<file path="src/rtl/pvar_pkg.sv">
// Shared types, constants and the exp2 root constant function for the power variogram evaluator.
`default_nettype none
package pvar_pkg;

	localparam int LOG_BITS  = 24;
	localparam int SQRT_STEPS = 32;
	localparam int SILL_WHOLE = 9999;

	// register indexes of the configuration port
	typedef enum logic [1:0] {
		REG_NUGGET = 2'd0,
		REG_SLOPE  = 2'd1,
		REG_POWER  = 2'd2
	} cfg_reg_t;

	// beat between square root cells
	typedef struct packed {
		logic        valid;
		logic [63:0] rem;
		logic [63:0] root;
	} sqrt_beat_t;

	// beat between log2 cells
	typedef struct packed {
		logic                valid;
		logic                zero;
		logic [4:0]          expo;
		logic [31:0]         mant;
		logic [LOG_BITS-1:0] frac;
	} log_beat_t;

	// beat between exp2 cells
	typedef struct packed {
		logic                valid;
		logic                zero;
		logic signed [7:0]   whole;
		logic [LOG_BITS-1:0] frac;
		logic [30:0]         mant;
	} exp_beat_t;

	// floored integer square root, elaboration only
	function automatic logic [63:0] isqrt_const(input logic [63:0] val);
		logic [63:0] v;
		logic [63:0] r;
		logic [63:0] b;
		v = val;
		r = 64'd0;
		b = 64'd1 << 62;
		for (int i = 0; i < 32; i++) begin
			if (v >= r + b) begin
				v = v - (r + b);
				r = (r >> 1) + b;
			end else begin
				r = r >> 1;
			end
			b = b >> 2;
		end
		return r;
	endfunction

	// 2^(2^-k) in Q1.30, k from 1
	function automatic logic [63:0] root_val(input int k);
		logic [63:0] r;
		r = isqrt_const(64'd1 << 61);
		for (int i = 1; i < k; i++) begin
			r = isqrt_const(r << 30);
		end
		return r;
	endfunction

endpackage
`default_nettype wire

</file>
<file path="src/rtl/pvar_log_cell.sv">
// One fraction bit of log2 by squaring the normalized mantissa.
`default_nettype none
module pvar_log_cell (
	input  wire logic               clk,
	input  wire logic               arst_n,
	input  wire logic               en,
	input  wire pvar_pkg::log_beat_t beat_in,
	output pvar_pkg::log_beat_t     beat_out
);

	logic [63:0] sq;
	logic [32:0] sq_sh;
	logic        bit_nxt;
	logic [31:0] mant_nxt;
	logic        valid_q;
	logic        zero_q;
	logic [4:0]  expo_q;
	logic [31:0] mant_q;
	logic [pvar_pkg::LOG_BITS-1:0] frac_q;

	// square, renormalize when it reaches two
	always_comb begin
		sq       = 64'(beat_in.mant) * 64'(beat_in.mant);
		sq_sh    = sq[63:31];
		bit_nxt  = sq_sh[32];
		mant_nxt = bit_nxt ? sq_sh[32:1] : sq_sh[31:0];
	end

	always_ff @(posedge clk or negedge arst_n) begin
		if (!arst_n) begin
			valid_q <= 1'b0;
		end else if (en) begin
			valid_q <= beat_in.valid;
		end
	end

	always_ff @(posedge clk) begin
		if (en) begin
			zero_q <= beat_in.zero;
			expo_q <= beat_in.expo;
			mant_q <= mant_nxt;
			frac_q <= {beat_in.frac[pvar_pkg::LOG_BITS-2:0], bit_nxt};
		end
	end

	assign beat_out = '{valid: valid_q, zero: zero_q, expo: expo_q, mant: mant_q,
		frac: frac_q};

endmodule
`default_nettype wire

</file>
<file path="config.mk">
export PLATFORM = sky130hd
export DESIGN_NAME = pvar_log_cell
export DESIGN_NICKNAME = d
export VERILOG_FILES = /design/src/rtl/pvar_pkg.sv /design/src/rtl/pvar_log_cell.sv
export SDC_FILE = /design/constraint.sdc
export NUM_CORES = 2
export LEC_CHECK = 0
export ABC_AREA = 1
export BUFFER_PORTS_ARGS = -buffer_cell sky130_fd_sc_hd__clkbuf_2
export CORE_ASPECT_RATIO = 1.4
export CORE_MARGIN = 5
export CORE_UTILIZATION = 30
export CTS_CLUSTER_SIZE = 28
export DETAILED_ROUTE_END_ITERATION = 16
export MAX_ROUTING_LAYER = met4
export PLACE_DENSITY_LB_ADDON = 0.2
export SLEW_MARGIN = 15
export SYNTH_ARGS = -nofsm -noshare
export SYNTH_HDL_FRONTEND = slang
export SYNTH_SLANG_ARGS = --single-unit
export TNS_END_PERCENT = 100
</file>
<file path="constraint.sdc">
create_clock -name clk -period 0.9 [get_ports clk]
set_clock_uncertainty 0.1 [all_clocks]
set_input_delay 0.225 -clock clk [delete_from_list [all_inputs] [get_ports clk]]
set_output_delay 0.225 -clock clk [all_outputs]
set_load 0.005 [all_outputs]
</file>
Word-level counts from Yosys, hierarchy flattened. Cells that the tools add are included. W data, S select, Z words.

Bits in registers: 63. Bits of input ports: 66. Output and inout bits: 63.

$mul: 1. Mux-type cells: 1.

Operators with widths (number): $mul A32 B32 Y64 (1); $mux W31 (1).

Logic depth before layout (Yosys ltp).
Depth in word-level cells: 2. Depth in mapped cells: 36. Mapped depth without buffers: 33.

Worst setup path before layout. Ideal clock, no wire load.

Kind: input port to flip-flop. From: in beat_in[36] (netlist bit). To: reg mant_q[20], data pin. Library setup time: 0.252 ns. Data arrival time: 6.651 ns. Required time: 0.548 ns. Path slack: -6.104 ns. Cell stages on the path: 30. Cell sequence: clkbuf_1 > clkbuf_1 > clkbuf_1 > nand2_1 > fa_1 > inv_1 > fa_1 > fa_1 > inv_1 > fa_1 > inv_1 > fa_1 > inv_1 > fa_1 > inv_1 > fa_1 > fa_1 > ha_1 > nand2_1 > nor2_1 > nand2_1 > nor2_1 > nand2_1 > nand2_1 > nand2_2 > nand3_1 > nand2_4 > buf_4 > nand2_1 > nand2_1.

Word-level cells in the longest chain between the ends: 2.

RTL lines: from (decl) (RTL line pvar_log_cell.sv:7) `input wire pvar_pkg::log_beat_t beat_in,`; $mul A32 B32 Y64 (RTL line pvar_log_cell.sv:23) `sq = 64'(beat_in.mant) * 64'(beat_in.mant);`; $mux W31 (RTL line pvar_log_cell.sv:26) `mant_nxt = bit_nxt ? sq_sh[32:1] : sq_sh[31:0];`; named net mant_nxt[20] (RTL line pvar_log_cell.sv:14) `logic [31:0] mant_nxt;`; to (signal assigned) (RTL line pvar_log_cell.sv:41) `mant_q <= mant_nxt;`; to (decl) (RTL line pvar_log_cell.sv:18) `logic [31:0] mant_q;`.

The timed path passes the listed nets, and every way through them passes these cells. A chain may end at the register's enable or synchronous reset.

Final worst setup path.
From: in beat_in[26] (netlist bit). To: reg mant_q[22], data pin.

The elaborated chain is that of the path after synthesis.

==> flow_summary_export.csv <==
group,metric,value,unit
drt,firstDrtPassIters,5,
floorplan,ios,129,
placement,numPortBuffers,127,
yosys,async_reset_ff_frac,0.0159,
grt,track_usage,0.181,
floorplan,die_area,120000,µm²
final_layout,multi_input_area,27500,µm²
final_layout,nFillCells,11630,
floorplan,num_rows,145,
worst_setup_path,r2r-start,"valid_q$_DFFE_PN0P_",
floorplan,chipWidth,294,µm
final_layout,instances_no_fill,6487,
sta,hold_viol_final,0,
grt,grt_max_degree,34,
clocking,clock_latency,0.33,ns
drt,detail_route.wl_per_cell,16.2,µm
floorplan,initial_utilization,0.303,
yosys,yosysMostFrequentCell,"inv_1",
sta,relSlewSlack,0.717,
drt,ant_nets,0,
worst_setup_path,endpoint_kind,"register",
clocking,cts_sinks,63,
drt,route.vias.total,27458,
hold_path,hold_end,"valid_q$_DFFE_PN0P_",
sta,final.period_utilization,7.36,
status,status,"finished with violations",
worst_setup_path,slowest_delay,0.60,ns
final_layout,fin_nets,6169,
floorplan,coreArea,112000,µm²
placement,dp_hpwl,90200,µm
worst_setup_path,r2r_setup_slack,0.06,ns
grt,grt_antenna_before_repair,0,
clocking,cts.clk_slew.worst_paths,0.06,ns
yosys,syn-num-nets,5390,
hold_path,holdPathStages,2,
clocking,root_buffer,"clkbuf_16",
sta,rsz0062_at_grt,"true",
yosys,synth_top_area_cell,"fa_1",
worst_setup_path,crit_required,0.89,ns
drt,drt_iter0_markers,953,
sta,timing.hold.ws,0.0271,ns
drt,post-route-drc-count,0,
placement,dp_slack,-6.41,ns
drt,vias_per_cell,4.23,
final_layout,drive_gt1_frac,0.238,
yosys,syn_inst,4233,
worst_setup_path,rr_endpoint,"valid_q$_DFFE_PN0P_",
hold_path,min_from,"beat_in[62]",
worst_setup_path,crit_top_cell,"fa_1",
yosys,mappedNetlistArea,33800,µm²
grt,grt_overflow_total,0,
final_layout,area_growth,31.4,%
final_layout,diodes,0,
yosys,yosysWarnings,0,
worst_setup_path,worstPathMaxFanout,8,
sta,slew_viol_final,0,
sta,finalWorstSetupSlack,-5.72,ns
placement,routabilityCongestion,0.896,
sta,worst_pin_slew,0.420,ns
yosys,synth_seq_area_share,0.0558,
clocking,tritoncts,"yes",
worst_setup_path,worstPathArrival,6.61,ns
sta,fmax,0.151,GHz
yosys,synth_seq_cells,63,
yosys,yosys-top-cells-count,"inv_1 (1447), nand2_1 (1118), fa_1 (791)",
worst_setup_path,rr_worst_depth,1,
hold_path,worstHoldPathType,"in2reg",
drt,routed_wl,105000,µm
grt,grt_pass1_wl,166000,µm
worst_setup_path,start_kind,"input port",
sta,period_minus_slack,6.62,ns
yosys,synth_area_leaders,"fa_1 (47%), inv_1 (16%), nand2_1 (12%)",
final_layout,seqCellArea,1890,µm²
floorplan,die_h,407,µm
worst_setup_path,cp_slowest_cell,"fa_1",
clocking,cts-buffers-inserted,9,
flow_run,cap_violations,0,
sta,finalSetupViolCount,96,
placement,dp.cells,6387,
clocking,cts_buffer_depth,2,
yosys,yosysUniqueCellTypes,36,
yosys,synth_edf_count,62,
worst_setup_path,criticalPathCategory,"in2reg",
yosys,postSynthAreaPerCell,7.99,µm²
clocking,htreeDepth,3,
status,violations,"negative setup slack",
yosys,synth_top_area_frac,0.468,
yosys,synth-main-ff-cell,"edfxtp_1",
grt,grt_pass1_vias,30675,
## repair_timing
item / CTS / global route
hold endpoints to repair: 30 / 0
cloned: 14 / 7
gates resized for setup: 210 / 209
endpoints found under the setup margin: 96 / 96
hold buffers: 30 / 0
pin swaps: 43 / 97
buffers inserted: 16 / 18
## metal layers
layer | share of wire | track usage
met4 | 0.031 | 0.0432
met3 | 0.021 | 0.00821
met2 | 0.57 | 0.353
met5 | 0 | -
met1 | 0.38 | 0.202
## metrics by stage
step / utilization / setup TNS (ns) / area, µm²
6_report: 0.398 / -205.37 / 44500
3_3_place_gp: 0.372 / -218.13 / 41600
2_1_floorplan: - / -184.03 / 34200
3_5_place_dp: 0.372 / -219.42 / 41600
5_1_grt: 0.398 / -214.78 / 44500
4_1_cts: 0.389 / -206.72 / 43500
## cells by family (layout without fill, tap and decap cells)
kind of cell             after synthesis  count (layout)  share of synthesized area
AO/OA/AOI/OAI                        114             114                     0.0198
XOR/XNOR                              49              49                     0.0127
adder cells (fa/ha/maj)             1091            1091                      0.579
buffers and inverters               1560            2338                      0.174
flip-flops                            63              63                     0.0558
multiplexers                           1               1                   0.000333
AND/OR/NAND/NOR                     1355            1361                      0.158
## state kept, by name, indices dropped and copies added, names as in the netlist
| signal | flops |
|---|---|
| expo_q | 5 |
| frac_q | 24 |
| mant_q | 32 |
| valid_q | 1 |
| zero_q | 1 |
## cell type report
type	count	share of cell area
well taps	1470	0.0414
flip-flops and latches	63	0.0424
repair buffers	873	0.169
inverters	1449	0.122
multi-input cells	2616	0.618
clock inverters	6	0.00138
clock buffers	10	0.00515
## cell usage in the layout, fill, tap and decap left out, types with 19 or more instances in the layout
| cell type | netlist | routed |
|---|---|---|
| inv_1 | 1447 | 1423 |
| nand2_1 | 1118 | 975 |
| fa_1 | 791 | 751 |
| buf_4 | 5 | 631 |
| ha_1 | 300 | 270 |
| nand2_2 | 6 | 130 |
| clkbuf_2 | 0 | 104 |
| nor2_1 | 105 | 78 |
| nand3_1 | 71 | 63 |
| edfxtp_1 | 62 | 62 |
| buf_12 | 0 | 49 |
| a21oi_1 | 60 | 44 |
| fa_2 | 0 | 40 |
| xor2_1 | 33 | 31 |
| dlygate4sd3_1 | 0 | 30 |
| ha_4 | 0 | 29 |
| inv_2 | 0 | 25 |
| buf_6 | 3 | 24 |
| nor2_2 | 6 | 22 |
| clkbuf_16 | 0 | 20 |
| o21bai_1 | 21 | 19 |
## worst max path at each step
stage,startpoint,slack [ns],cells past startpoint,end
after floorplan,beat_in[36],-5.58,32,mant_q[16]$_DFFE_PP_
after global placement,beat_in[52],-6.34,28,mant_q[0]$_DFFE_PP_
after detailed placement,beat_in[52],-6.41,28,mant_q[22]$_DFFE_PP_
after CTS,beat_in[44],-5.70,31,mant_q[15]$_DFFE_PP_
after global routing,beat_in[40],-5.94,32,mant_q[11]$_DFFE_PP_
final,beat_in[26],-5.72,31,mant_q[22]$_DFFE_PP_
## worst max-delay path, delay by kind of cell
family / cells / cell delay (ns)
fa+ha+maj: 9 / 4.44
buf+inv: 10 / 0.78
simple gates: 12 / 1.13
Power is left out: the tool's default activity adds up to more than one toggle a clock period on the data nets, which glitch-free logic cannot reach.
