**config.mk**
```make
export PLATFORM = sky130hd
export DESIGN_NAME = pvar_exp_cell
export DESIGN_NICKNAME = d
export VERILOG_FILES = /design/src/rtl/pvar_pkg.sv /design/src/rtl/pvar_exp_cell.sv
export SDC_FILE = /design/constraint.sdc
export NUM_CORES = 1
export LEC_CHECK = 0
export ABC_AREA = 1
export BUFFER_PORTS_ARGS = -buffer_cell sky130_fd_sc_hd__buf_4
export CORE_UTILIZATION = 65
export CTS_CLUSTER_SIZE = 25
export DETAILED_ROUTE_END_ITERATION = 8
export PLACE_DENSITY = 0.92
export SLEW_MARGIN = 15
export SYNTH_ARGS = -nofsm -noshare
export SYNTH_HDL_FRONTEND = slang
export SYNTH_SLANG_ARGS = --single-unit
```
**constraint.sdc**
```tcl
create_clock -name clk -period 0.84 [get_ports clk]
set_clock_uncertainty 0.05 [all_clocks]
set_input_delay 0.084 -clock clk [delete_from_list [all_inputs] [get_ports clk]]
set_output_delay 0.084 -clock clk [all_outputs]
set_load 0.05 [all_outputs]
```
**src/rtl/pvar_pkg.sv**
```systemverilog
// Shared types, constants and the exp2 root constant function for the power variogram evaluator.
`default_nettype none
package pvar_pkg;

	localparam int LOG_BITS  = 24;
	localparam int SQRT_STEPS = 32;
	localparam int SILL_WHOLE = 9999;

	// register indexes of the configuration port
	typedef enum logic [1:0] {
		REG_NUGGET = 2'd0,
		REG_SLOPE  = 2'd1,
		REG_POWER  = 2'd2
	} cfg_reg_t;

	// beat between square root cells
	typedef struct packed {
		logic        valid;
		logic [63:0] rem;
		logic [63:0] root;
	} sqrt_beat_t;

	// beat between log2 cells
	typedef struct packed {
		logic                valid;
		logic                zero;
		logic [4:0]          expo;
		logic [31:0]         mant;
		logic [LOG_BITS-1:0] frac;
	} log_beat_t;

	// beat between exp2 cells
	typedef struct packed {
		logic                valid;
		logic                zero;
		logic signed [7:0]   whole;
		logic [LOG_BITS-1:0] frac;
		logic [30:0]         mant;
	} exp_beat_t;

	// floored integer square root, elaboration only
	function automatic logic [63:0] isqrt_const(input logic [63:0] val);
		logic [63:0] v;
		logic [63:0] r;
		logic [63:0] b;
		v = val;
		r = 64'd0;
		b = 64'd1 << 62;
		for (int i = 0; i < 32; i++) begin
			if (v >= r + b) begin
				v = v - (r + b);
				r = (r >> 1) + b;
			end else begin
				r = r >> 1;
			end
			b = b >> 2;
		end
		return r;
	endfunction

	// 2^(2^-k) in Q1.30, k from 1
	function automatic logic [63:0] root_val(input int k);
		logic [63:0] r;
		r = isqrt_const(64'd1 << 61);
		for (int i = 1; i < k; i++) begin
			r = isqrt_const(r << 30);
		end
		return r;
	endfunction

endpackage
`default_nettype wire

```
**src/rtl/pvar_exp_cell.sv**
```systemverilog
// One fraction bit of exp2: conditional multiply by a fixed root of two.
`default_nettype none
module pvar_exp_cell #(
	parameter int K = 1
) (
	input  wire logic               clk,
	input  wire logic               arst_n,
	input  wire logic               en,
	input  wire pvar_pkg::exp_beat_t beat_in,
	output pvar_pkg::exp_beat_t     beat_out
);

	localparam logic [63:0] ROOT_FULL = pvar_pkg::root_val(K);
	localparam logic [30:0] ROOT      = ROOT_FULL[30:0];

	logic [61:0] prod;
	logic [30:0] mant_nxt;
	logic        valid_q;
	logic        zero_q;
	logic signed [7:0] whole_q;
	logic [pvar_pkg::LOG_BITS-1:0] frac_q;
	logic [30:0] mant_q;

	always_comb begin
		prod     = 62'(beat_in.mant) * 62'(ROOT);
		mant_nxt = beat_in.frac[pvar_pkg::LOG_BITS-K] ? prod[60:30] : beat_in.mant;
	end

	always_ff @(posedge clk or negedge arst_n) begin
		if (!arst_n) begin
			valid_q <= 1'b0;
		end else if (en) begin
			valid_q <= beat_in.valid;
		end
	end

	always_ff @(posedge clk) begin
		if (en) begin
			zero_q  <= beat_in.zero;
			whole_q <= beat_in.whole;
			frac_q  <= beat_in.frac;
			mant_q  <= mant_nxt;
		end
	end

	assign beat_out = '{valid: valid_q, zero: zero_q, whole: whole_q, frac: frac_q,
		mant: mant_q};

endmodule
`default_nettype wire

```
==> results of run 1 <==
[cell families after synthesis]
| group | count (synthesis) | synth area share |
|---|---|---|
| compound gates | 139 | 0.0372 |
| flops | 65 | 0.0964 |
| buf+inv | 740 | 0.138 |
| xor+xnor | 29 | 0.0126 |
| fa+ha+maj | 743 | 0.583 |
| mux | 1 | 0.000557 |
| simple gates | 631 | 0.132 |
[per-layer routing]
metal  track usage  GRT overflow
met1         0.691             0
met2         0.886             4
met3         0.523             0
met4         0.616             1
met5         0.207             0
[metrics by stage]
stage	hold WS (ns)	utilization	instances	setup WS, ns	instance area [µm²]
after detailed placement	-0.190	0.800	3142	-5.38	24500
after CTS	0.135	0.876	3200	-4.68	26800
after floorplan	-0.262	-	2348	-4.58	20900
after global placement	-0.190	0.800	3142	-5.12	24500
[Yosys cell counts, types with 8 or more instances]
master / number / area, µm²
fa_1: 330 / 6610
nand3b_1: 9 / 67.6
o21ai_0: 36 / 180
xnor2_1: 8 / 70.1
nand2_2: 8 / 50.1
a21o_1: 14 / 105
edfxtp_1: 64 / 1920
nand3_1: 71 / 355
xor2_1: 21 / 184
o21ai_1: 8 / 40.0
nand2_1: 411 / 1540
nor2_1: 85 / 319
ha_1: 413 / 5170
inv_1: 709 / 2660
nor2_2: 10 / 62.6
a21oi_1: 73 / 365
inv_2: 23 / 86.3
nand4_1: 13 / 81.3
[repair_timing]
action                     in CTS
resized for setup             378
setup buffers                   7
hold endpoints to repair       34
setup endpoints to repair      96
hold buffers                   35
pin swaps                     135
==> results.tsv, run 1 <==
stage	metric	value	unit
die	Die Ht	178	µm
clock_tree	H-tree depth	3	
clock_tree	Num CTS Buffers	9	
clock_tree	CTS Sinks	65	
clock_tree	Max Root-Sink Buffers	2	
yosys	register area share after synthesis	0.0964	
die	die outline width	178	µm
die	Ports	133	
yosys	Top FF cell, synth	edfxtp_1	
timing	GR repair worst EP	mant_q[26]$_DFFE_PP_/D	
timing	worst_ep kind	sequential cell input	
yosys	Synthesized Nets	3159	
place	Post-DP HPWL	59800	µm
global_route	global-route usage over all layers	0.686	
yosys	synthesis-stage register bit count	65	
global_route	largest net degree at the start of global routing	32	
place	routability-driven placement congestion ratio	1.00	
yosys	Async SR Flop Fraction	0.0154	
yosys	Distinct cells, synth	32	
die	Starting Density	0.660	
yosys	synthesized area	20200	µm²
place	# port buffers	132	
yosys	cells after synthesis	2348	
status	first error	[ERROR GRT-0232] Routing congestion too high. Check the congestion heatmap in the GUI.	
yosys	Mapped Avg Cell Area	8.60	µm²
die	FP Rows	64	
yosys	Syn. warnings	0	
global_route	gr ovfl total	5	
status	failing step	global routing	
yosys	number of enable flip-flop cells after synthesis	64	
clock_tree	clk root buf	clkbuf_16	
status	outcome	did not finish	
==> run 2, diff against run 1 <==
--- a/config.mk
+++ b/config.mk
@@ -7,10 +7,9 @@
 export LEC_CHECK = 0
 export ABC_AREA = 1
 export BUFFER_PORTS_ARGS = -buffer_cell sky130_fd_sc_hd__buf_4
-export CORE_UTILIZATION = 65
-export CTS_CLUSTER_SIZE = 25
+export CORE_UTILIZATION = 40
 export DETAILED_ROUTE_END_ITERATION = 8
-export PLACE_DENSITY = 0.92
+export PLACE_DENSITY_LB_ADDON = 0.15
 export SLEW_MARGIN = 15
 export SYNTH_ARGS = -nofsm -noshare
 export SYNTH_HDL_FRONTEND = slang
==> results.tsv, run 2 <==
stage	metric	value	unit
yosys	Mapped Avg Cell Area	8.60	µm²
critical_path	Setup crit start kind	primary input	
drt	total iterations of the first detailed-routing run	5	
finish	top flop regs	mant_q x31, frac_q x24, whole_q x8	
yosys	Distinct cells, synth	32	
place	Post-DP HPWL	57500	µm
finish	commonest non-fill, non-tap cell in the layout	inv_1	
yosys	Top FF cell, synth	edfxtp_1	
die	Starting Density	0.409	
finish	max reg flops	31	
die	die outline width	227	µm
critical_path	WP data arrival	5.62	ns
clock_tree	Max Root-Sink Buffers	2	
drt	DRC Markers	0	
die	core box area	49400	µm²
status	outcome	finished with violations	
die	Die Ht	227	µm
global_route	largest net degree at the start of global routing	20	
drt	Final ANT Viol Nets	0	
finish	P&R area growth vs syn	38.9	%
critical_path	worst setup path category	primary input to register	
critical_path	CP peak stage delay	0.55	ns
worst_hold_path	HP Class	primary input to register	
yosys	Async SR Flop Fraction	0.0154	
global_route	vias in the first global route	18300	
finish	Post-layout nets	3659	
clock_tree	Skew-Pair Late Insertion Delay	0.34	ns
global_route	global-route usage over all layers	0.265	
yosys	largest family of logic cells by synthesized area	adder cells	
finish	fin cells	3517	
yosys	top post-synthesis cells by area	fa_1 (33%), ha_1 (26%), inv_1 (13%)	
global_route	gr ovfl total	0	
drt	Iteration-0 DRC Markers	753	
critical_path	Crit-path slowest cell	fa_1	
critical_path	CP Data Required Time	0.88	ns
drt	Avg WL per Cell	18.4	µm
timing	hold violation total from the final report	0	
timing	Slew HR	0.764	
timing	Worst-Margin Slew	0.351	ns
critical_path	most frequent cell on the critical path	fa_1	
global_route	antenna violations before repair	0	
clock_tree	clk slew on worst S/H paths	0.06	ns
clock_tree	TritonCTS clock tree	built	
finish	share of post-route cells with drive strength above 1	0.320	
die	FP Rows	81	
clock_tree	H-tree depth	3	
die	Die ar.	51400	µm²
timing	worst setup margin	-4.73	ns
yosys	Synthesized Nets	3159	
yosys	Post-Synth Adder-Cell Area	0.583	
critical_path	crit path max fanout	4	
yosys	synthesis-stage register bit count	65	
finish	most frequent cells in the layout	inv_1 (669), buf_4 (344), ha_1 (331)	
clock_tree	Num CTS Buffers	9	
timing	Final setup viols	97	
yosys	most instantiated cells after synthesis	inv_1 (709), ha_1 (413), nand2_1 (411), fa_1 (330), nor2_1 (85)	
place	routability-driven placement congestion ratio	0.951	
yosys	cells after synthesis	2348	
clock_tree	CTS Sinks	65	
die	Ports	133	
timing	fin crit share	6.63	
place	cell count after placement	3434	
yosys	area share of xor/xnor cells in the synthesized design	0.0126	
global_route	first-pass GRT wire length	102000	µm
yosys	register area share after synthesis	0.0964	
yosys	number of enable flip-flop cells after synthesis	64	
finish	n_diodes	0	
place	# port buffers	132	
critical_path	Setup crit end kind	register	
run	Max-cap violations	0	
finish	Largest Register	mant_q	
yosys	Synth area leader	fa_1	
yosys	share of the synthesized area in the top cell type	0.327	
timing	max frequency	179	MHz
drt	via count	16700	
clock_tree	clk root buf	clkbuf_16	
yosys	mux share of post-synthesis cell area	0.000557	
timing	RSZ-0062 raised after global routing	yes	
drt	Avg Vias per Cell	4.74	
yosys	Synth Area in Compound Gates	0.0372	
yosys	Syn. warnings	0	
status	failing checks	setup timing	
timing	Pins Over Slew Limit	0	
yosys	Synth Area in Simple Gates	0.132	
yosys	synthesized area	20200	µm²
drt	DRT Wirelength	64600	µm
yosys	leading cell type by number of instances after synthesis	inv_1	
timing	post-layout min period	5.57	ns
==> run 2: cell counts after synthesis <==
Identical to the previous run, type by type.
==> run 2: metrics by stage <==
stage | hold slack (ns) | TNS [ns] | instance area [µm²] | utilization | setup WS, ns
after floorplan | -0.262 | -139.15 | 20900 | - | -4.58
after global placement | -0.189 | -159.42 | 25100 | 0.508 | -5.25
after detailed placement | -0.188 | -161.34 | 25100 | 0.508 | -5.33
after CTS | 0.0717 | -155.35 | 27500 | 0.558 | -4.70
after global routing | 0.0807 | -163.17 | 28000 | 0.568 | -4.94
final | 0.0758 | -155.64 | 28000 | 0.568 | -4.73
==> run 2: area by class of cell <==
type,instances,area [µm²]
tap,664,831
inverter,732,2770
clock buffer,11,233
multi-input combinational,1543,17800
sequential,65,1950
timing repair buffer,497,4440
clock inverter,5,56.3
fill,4569,21300
==> run 2: cells by family (layout without fill, tap and decap cells) <==
family,after synthesis,after routing
adder cells (fa/ha/maj),743,743
buffers and inverters,740,1245
AND/OR/NAND/NOR,631,631
AO/OA/AOI/OAI,139,139
flip-flops,65,65
XOR/XNOR,29,29
multiplexers,1,1
==> run 2: repair_timing <==
item,in CTS,in global routing
hold buffers,35,0
pin swaps,172,75
endpoints found under the hold margin,34,0
resized for setup,385,122
setup endpoints to repair,96,97
buffers inserted,26,9
==> run 2: worst max-delay path: cells and delay by family <==
family        cells  cell delay, ns
fa+ha+maj         9            4.03
buf+inv           9            0.56
simple gates      9            0.91
==> run 2: worst paths after layout <==
path                              from  slack [ns]    endpoint  depth (start not counted)
setup reg to reg               valid_q       -0.11     valid_q                          2
hold / removal                      en        0.08  whole_q[3]                          1
max in group asynchronous       arst_n        0.07     valid_q                          3
setup / recovery           beat_in[23]       -4.73  mant_q[23]                         27
min in group asynchronous       arst_n        0.56     valid_q                          3
hold reg to reg                valid_q        0.60     valid_q                          2
==> run 2: routing by layer <==
| layer | wire length [µm] | GRT usage | up-vias |
|---|---|---|---|
| met5 | 0 | 0 | - |
| met4 | 1980 | 0.0772 | 0 |
| met3 | 2820 | 0.0267 | 73 |
| met2 | 30000 | 0.445 | 349 |
| met1 | 29800 | 0.361 | 8142 |
| li1 | - | - | 8093 |
Power of run 2 is left out: the tool's default activity adds up to more than one toggle a clock period on the data nets, which glitch-free logic cannot reach.
==> run 3, diff against run 2 <==
--- a/config.mk
+++ b/config.mk
@@ -7,7 +7,7 @@
 export LEC_CHECK = 0
 export ABC_AREA = 1
 export BUFFER_PORTS_ARGS = -buffer_cell sky130_fd_sc_hd__buf_4
-export CORE_UTILIZATION = 40
+export CORE_UTILIZATION = 30
 export DETAILED_ROUTE_END_ITERATION = 8
 export PLACE_DENSITY_LB_ADDON = 0.15
 export SLEW_MARGIN = 15
==> results.tsv, run 3 (synthesized netlist as in run 2, its figures left out) <==
stage	metric	value	unit
status	outcome	finished with violations	
status	failing checks	setup timing	
drt	Avg Vias per Cell	4.47	
finish	max reg flops	31	
drt	DRT Wirelength	67700	µm
place	# port buffers	132	
drt	DRC Markers	0	
die	Ports	133	
drt	met1 wire length	33300	µm
finish	P&R area growth vs syn	37.8	%
die	Die ar.	68400	µm²
finish	fin cells	3706	
timing	RSZ-0062 raised after global routing	yes	
global_route	first-pass GRT wire length	105000	µm
drt	via count	16600	
timing	hold violation total from the final report	0	
clock_tree	CTS Sinks	65	
critical_path	Setup crit start kind	primary input	
critical_path	CP peak stage delay	0.54	ns
critical_path	FF-to-FF End	valid_q	
drt	met3 wire len	1670	µm
run	Max-cap violations	0	
timing	hold_ws	0.0162	ns
critical_path	crit path max fanout	5	
critical_path	crit-path leading delay family	adder cells	
critical_path	Buf/Inv on CP	8	
finish	top flop regs	mant_q x31, frac_q x24, whole_q x8	
place	Post-DP HPWL	61400	µm
place	cell count after placement	3638	
critical_path	Crit-path slowest cell	fa_1	
die	core box area	66200	µm²
drt	Final ANT Viol Nets	0	
drt	Top Layer Used	met4	
critical_path	worst setup path category	primary input to register	
global_route	vias in the first global route	18200	
die	die outline width	261	µm
global_route	antenna violations before repair	0	
critical_path	r2r startpoint	valid_q	
clock_tree	Skew-Pair Late Insertion Delay	0.35	ns
timing	fin crit share	6.70	
finish	commonest non-fill, non-tap cell in the layout	inv_1	
timing	post-layout min period	5.63	ns
drt	Iteration-0 DRC Markers	659	
critical_path	CP Data Required Time	0.88	ns
die	Starting Density	0.305	
finish	share of post-route cells with drive strength above 1	0.291	
critical_path	reg2reg path depth	1	
critical_path	Setup crit end kind	register	
place	Placement Setup Slack	-5.44	ns
finish	n_diodes	0	
clock_tree	Num CTS Buffers	9	
die	Die Ht	261	µm
clock_tree	TritonCTS clock tree	built	
critical_path	most frequent cell on the critical path	fa_1	
finish	Post-layout nets	3648	
drt	Avg WL per Cell	18.3	µm
die	FP Rows	94	
timing	Slew HR	0.735	
timing	worst setup margin	-4.79	ns
timing	Final setup viols	96	
place	routability-driven placement congestion ratio	0.895	
finish	Largest Register	mant_q	
critical_path	internal reg-to-reg setup slack	0.02	ns
clock_tree	H-tree depth	3	
global_route	gr ovfl total	0	
timing	max frequency	178	MHz
clock_tree	Max Root-Sink Buffers	2	
timing	Pins Over Slew Limit	0	
drt	met2 WL post-DR	31200	µm
global_route	global-route usage over all layers	0.206	
critical_path	critical-path cell list	buf_12 -> ha_4 -> fa_1 -> inv_1 -> fa_1 -> inv_1 -> fa_1 -> inv_1 -> fa_1 -> inv_2 -> fa_1 -> fa_1 -> inv_1 -> fa_1 -> inv_2 -> ha_4 -> nand2_4 -> nor2_4 -> inv_2 -> nor3_4 -> nand3_1 -> nand2_2 -> xor2_4 -> o21ai_1	
critical_path	WP data arrival	5.67	ns
finish	final core occ	0.420	
timing	Worst-Margin Slew	0.393	ns
clock_tree	clk slew on worst S/H paths	0.06	ns
drt	total iterations of the first detailed-routing run	5	
clock_tree	clk root buf	clkbuf_16	
global_route	largest net degree at the start of global routing	35	
worst_hold_path	HP Class	primary input to asynchronous set/reset pin	
finish	most frequent cells in the layout	inv_1 (685), buf_4 (350), ha_1 (342)	
[run 3: timing repair]
item	in CTS	in global routing
pin swaps	84	68
setup endpoints to repair	96	96
hold buffers	35	0
gates resized for setup	248	145
hold endpoints to repair	35	0
buffers inserted	8	11
[run 3: final cells by class]
cell class	instances	area, µm²
inverters	732	2780
clock buffers	9	225
fillers	6607	38400
clock inverters	7	101
repair buffers	486	4260
flip-flops and latches	65	1950
multi-input cells	1543	17400
well taps	864	1080
[run 3: layer usage]
metal,vias to the layer above,GRT usage
li1,8083,-
met5,-,0
met2,266,0.339
met1,8142,0.296
met4,0,0.0454
met3,62,0.0108
[run 3: worst max-delay path by stage]
stage | startpoint | to | slack [ns] | cells after the start
floorplan | beat_in[22] | mant_q[26] | -4.58 | 26
CTS | beat_in[23] | mant_q[15] | -4.74 | 28
detailed placement | beat_in[19] | mant_q[4] | -5.44 | 25
finish | beat_in[23] | mant_q[2] | -4.79 | 24
global route | beat_in[23] | mant_q[27] | -5.00 | 27
global placement | beat_in[19] | mant_q[4] | -5.53 | 25
[run 3: metrics by stage]
step / area, µm² / setup TNS [ns]
5_1_grt: 27800 / -166.33
4_1_cts: 27100 / -158.62
3_5_place_dp: 25300 / -161.43
2_1_floorplan: 20900 / -139.15
6_report: 27800 / -158.09
3_3_place_gp: 25300 / -161.61
Power of run 3 is left out for the same reason.
==> run 4, diff against run 3 <==
--- a/config.mk
+++ b/config.mk
@@ -9,8 +9,10 @@
 export BUFFER_PORTS_ARGS = -buffer_cell sky130_fd_sc_hd__buf_4
 export CORE_UTILIZATION = 30
 export DETAILED_ROUTE_END_ITERATION = 8
+export GPL_ROUTABILITY_DRIVEN = 0
 export PLACE_DENSITY_LB_ADDON = 0.15
 export SLEW_MARGIN = 15
 export SYNTH_ARGS = -nofsm -noshare
 export SYNTH_HDL_FRONTEND = slang
 export SYNTH_SLANG_ARGS = --single-unit
+export TNS_END_PERCENT = 20
==> results.tsv, run 4 (synthesized netlist as in run 2, its figures left out) <==
stage	metric	value	unit
drt	Avg Vias per Cell	4.50	
global_route	antenna violations before repair	0	
critical_path	Buf/Inv on CP	10	
drt	Iteration-0 DRC Markers	831	
die	FP Rows	94	
critical_path	WP data arrival	5.71	ns
critical_path	CP Data Required Time	0.90	ns
clock_tree	CTS Sinks	65	
drt	via count	16700	
critical_path	worst setup path category	primary input to register	
finish	P&R area growth vs syn	37.6	%
finish	commonest non-fill, non-tap cell in the layout	inv_1	
finish	# fillers	6673	
die	Starting Density	0.305	
clock_tree	Skew-Pair Late Insertion Delay	0.34	ns
finish	Largest Register	mant_q	
place	Post-DP HPWL	60300	µm
drt	DRT Wirelength	68100	µm
global_route	vias in the first global route	18200	
clock_tree	TritonCTS clock tree	built	
drt	Avg WL per Cell	18.3	µm
drt	Final ANT Viol Nets	0	
global_route	global-route usage over all layers	0.204	
place	# port buffers	132	
run	Max-cap violations	0	
die	Die ar.	68400	µm²
critical_path	Setup crit end kind	register	
critical_path	Crit-path slowest cell	fa_1	
finish	Post-layout nets	3655	
timing	post-layout min period	5.65	ns
die	core box area	66200	µm²
die	Ports	133	
finish	share of post-route cells with drive strength above 1	0.293	
timing	Slew HR	0.777	
clock_tree	H-tree depth	3	
finish	n_diodes	0	
timing	fin crit share	6.73	
timing	worst setup margin	-4.81	ns
critical_path	CP peak stage delay	0.56	ns
drt	DRC Markers	0	
timing	Worst-Margin Slew	0.332	ns
finish	most frequent cells in the layout	inv_1 (683), buf_4 (353), ha_1 (346)	
worst_hold_path	HP Class	primary input to register	
drt	total iterations of the first detailed-routing run	6	
timing	RSZ-0062 raised after global routing	yes	
timing	Pins Over Slew Limit	0	
clock_tree	Num CTS Buffers	9	
place	Placement Setup Slack	-5.48	ns
clock_tree	clk slew on worst S/H paths	0.06	ns
timing	max frequency	177	MHz
finish	top flop regs	mant_q x31, frac_q x24, whole_q x8	
global_route	gr ovfl total	0	
finish	max reg flops	31	
timing	hold violation total from the final report	0	
die	Die Ht	261	µm
die	die outline width	261	µm
clock_tree	Max Root-Sink Buffers	2	
critical_path	most frequent cell on the critical path	fa_1	
status	failing checks	setup timing	
timing	Final setup viols	97	
critical_path	crit path max fanout	4	
critical_path	Setup crit start kind	primary input	
clock_tree	clk root buf	clkbuf_16	
status	outcome	finished with violations	
global_route	first-pass GRT wire length	105000	µm
critical_path	crit-path leading delay family	adder cells	
global_route	largest net degree at the start of global routing	35	
==> run 4: cell types whose count changed in the layout (fill, tap and decap cells not counted), sizes merged <==
cell	delta
buf	+6
bufinv	-1
clkinv	+2
clkinvlp	-1
dlygate4sd3	+1
==> run 4: path summary, 6_finish.rpt <==
check | startpoint | end | slack [ns] | cells after the start
min in group asynchronous | arst_n | valid_q | 0.52 | 3
worst min register to register | valid_q | valid_q | 0.53 | 1
worst max register to register | valid_q | valid_q | 0 | 1
worst max-delay path | beat_in[23] | mant_q[24] | -4.81 | 28
worst min-delay path | en | frac_q[15] | 0.09 | 1
max in group asynchronous | arst_n | valid_q | 0.12 | 3
==> run 4: cell type report <==
class	count	area, µm²	area share
Multi-Input combinational cell	1543	17400	0.626
Timing Repair Buffer	493	4310	0.155
Inverter	732	2760	0.0994
Sequential cell	65	1950	0.0700
Tap cell	864	1080	0.0389
Clock buffer	9	225	0.00810
Clock inverter	7	70.1	0.00252
==> run 4: layer usage <==
metal,routed length (µm),global-route usage
met1,32300,0.285
met4,1480,0.0428
met3,2160,0.0142
met2,32100,0.344
met5,0,0
==> run 4: metrics by stage <==
stage                      util  TNS [ns]  instance area (µm²)  hold WS, ns  instances
after floorplan               -   -140.12                20400       -0.262       2348
after global placement    0.375   -169.15                24800       -0.189       3638
after detailed placement  0.375   -169.94                24800       -0.188       3638
after CTS                 0.403   -160.12                26700       0.0890       3697
after global routing      0.420   -167.09                27800       0.0914       3713
final                     0.420   -159.32                27800       0.0904       3713
==> run 4: repair_timing <==
action / in CTS / in global routing
resized for setup: 266 / 223
buffers inserted: 10 / 17
hold buffers: 36 / 0
hold endpoints to repair: 35 / 0
gates cloned: 0 / 0
pin swaps: 60 / 103
endpoints found under the setup margin: 96 / 97
Power of run 4 is left out for the same reason.
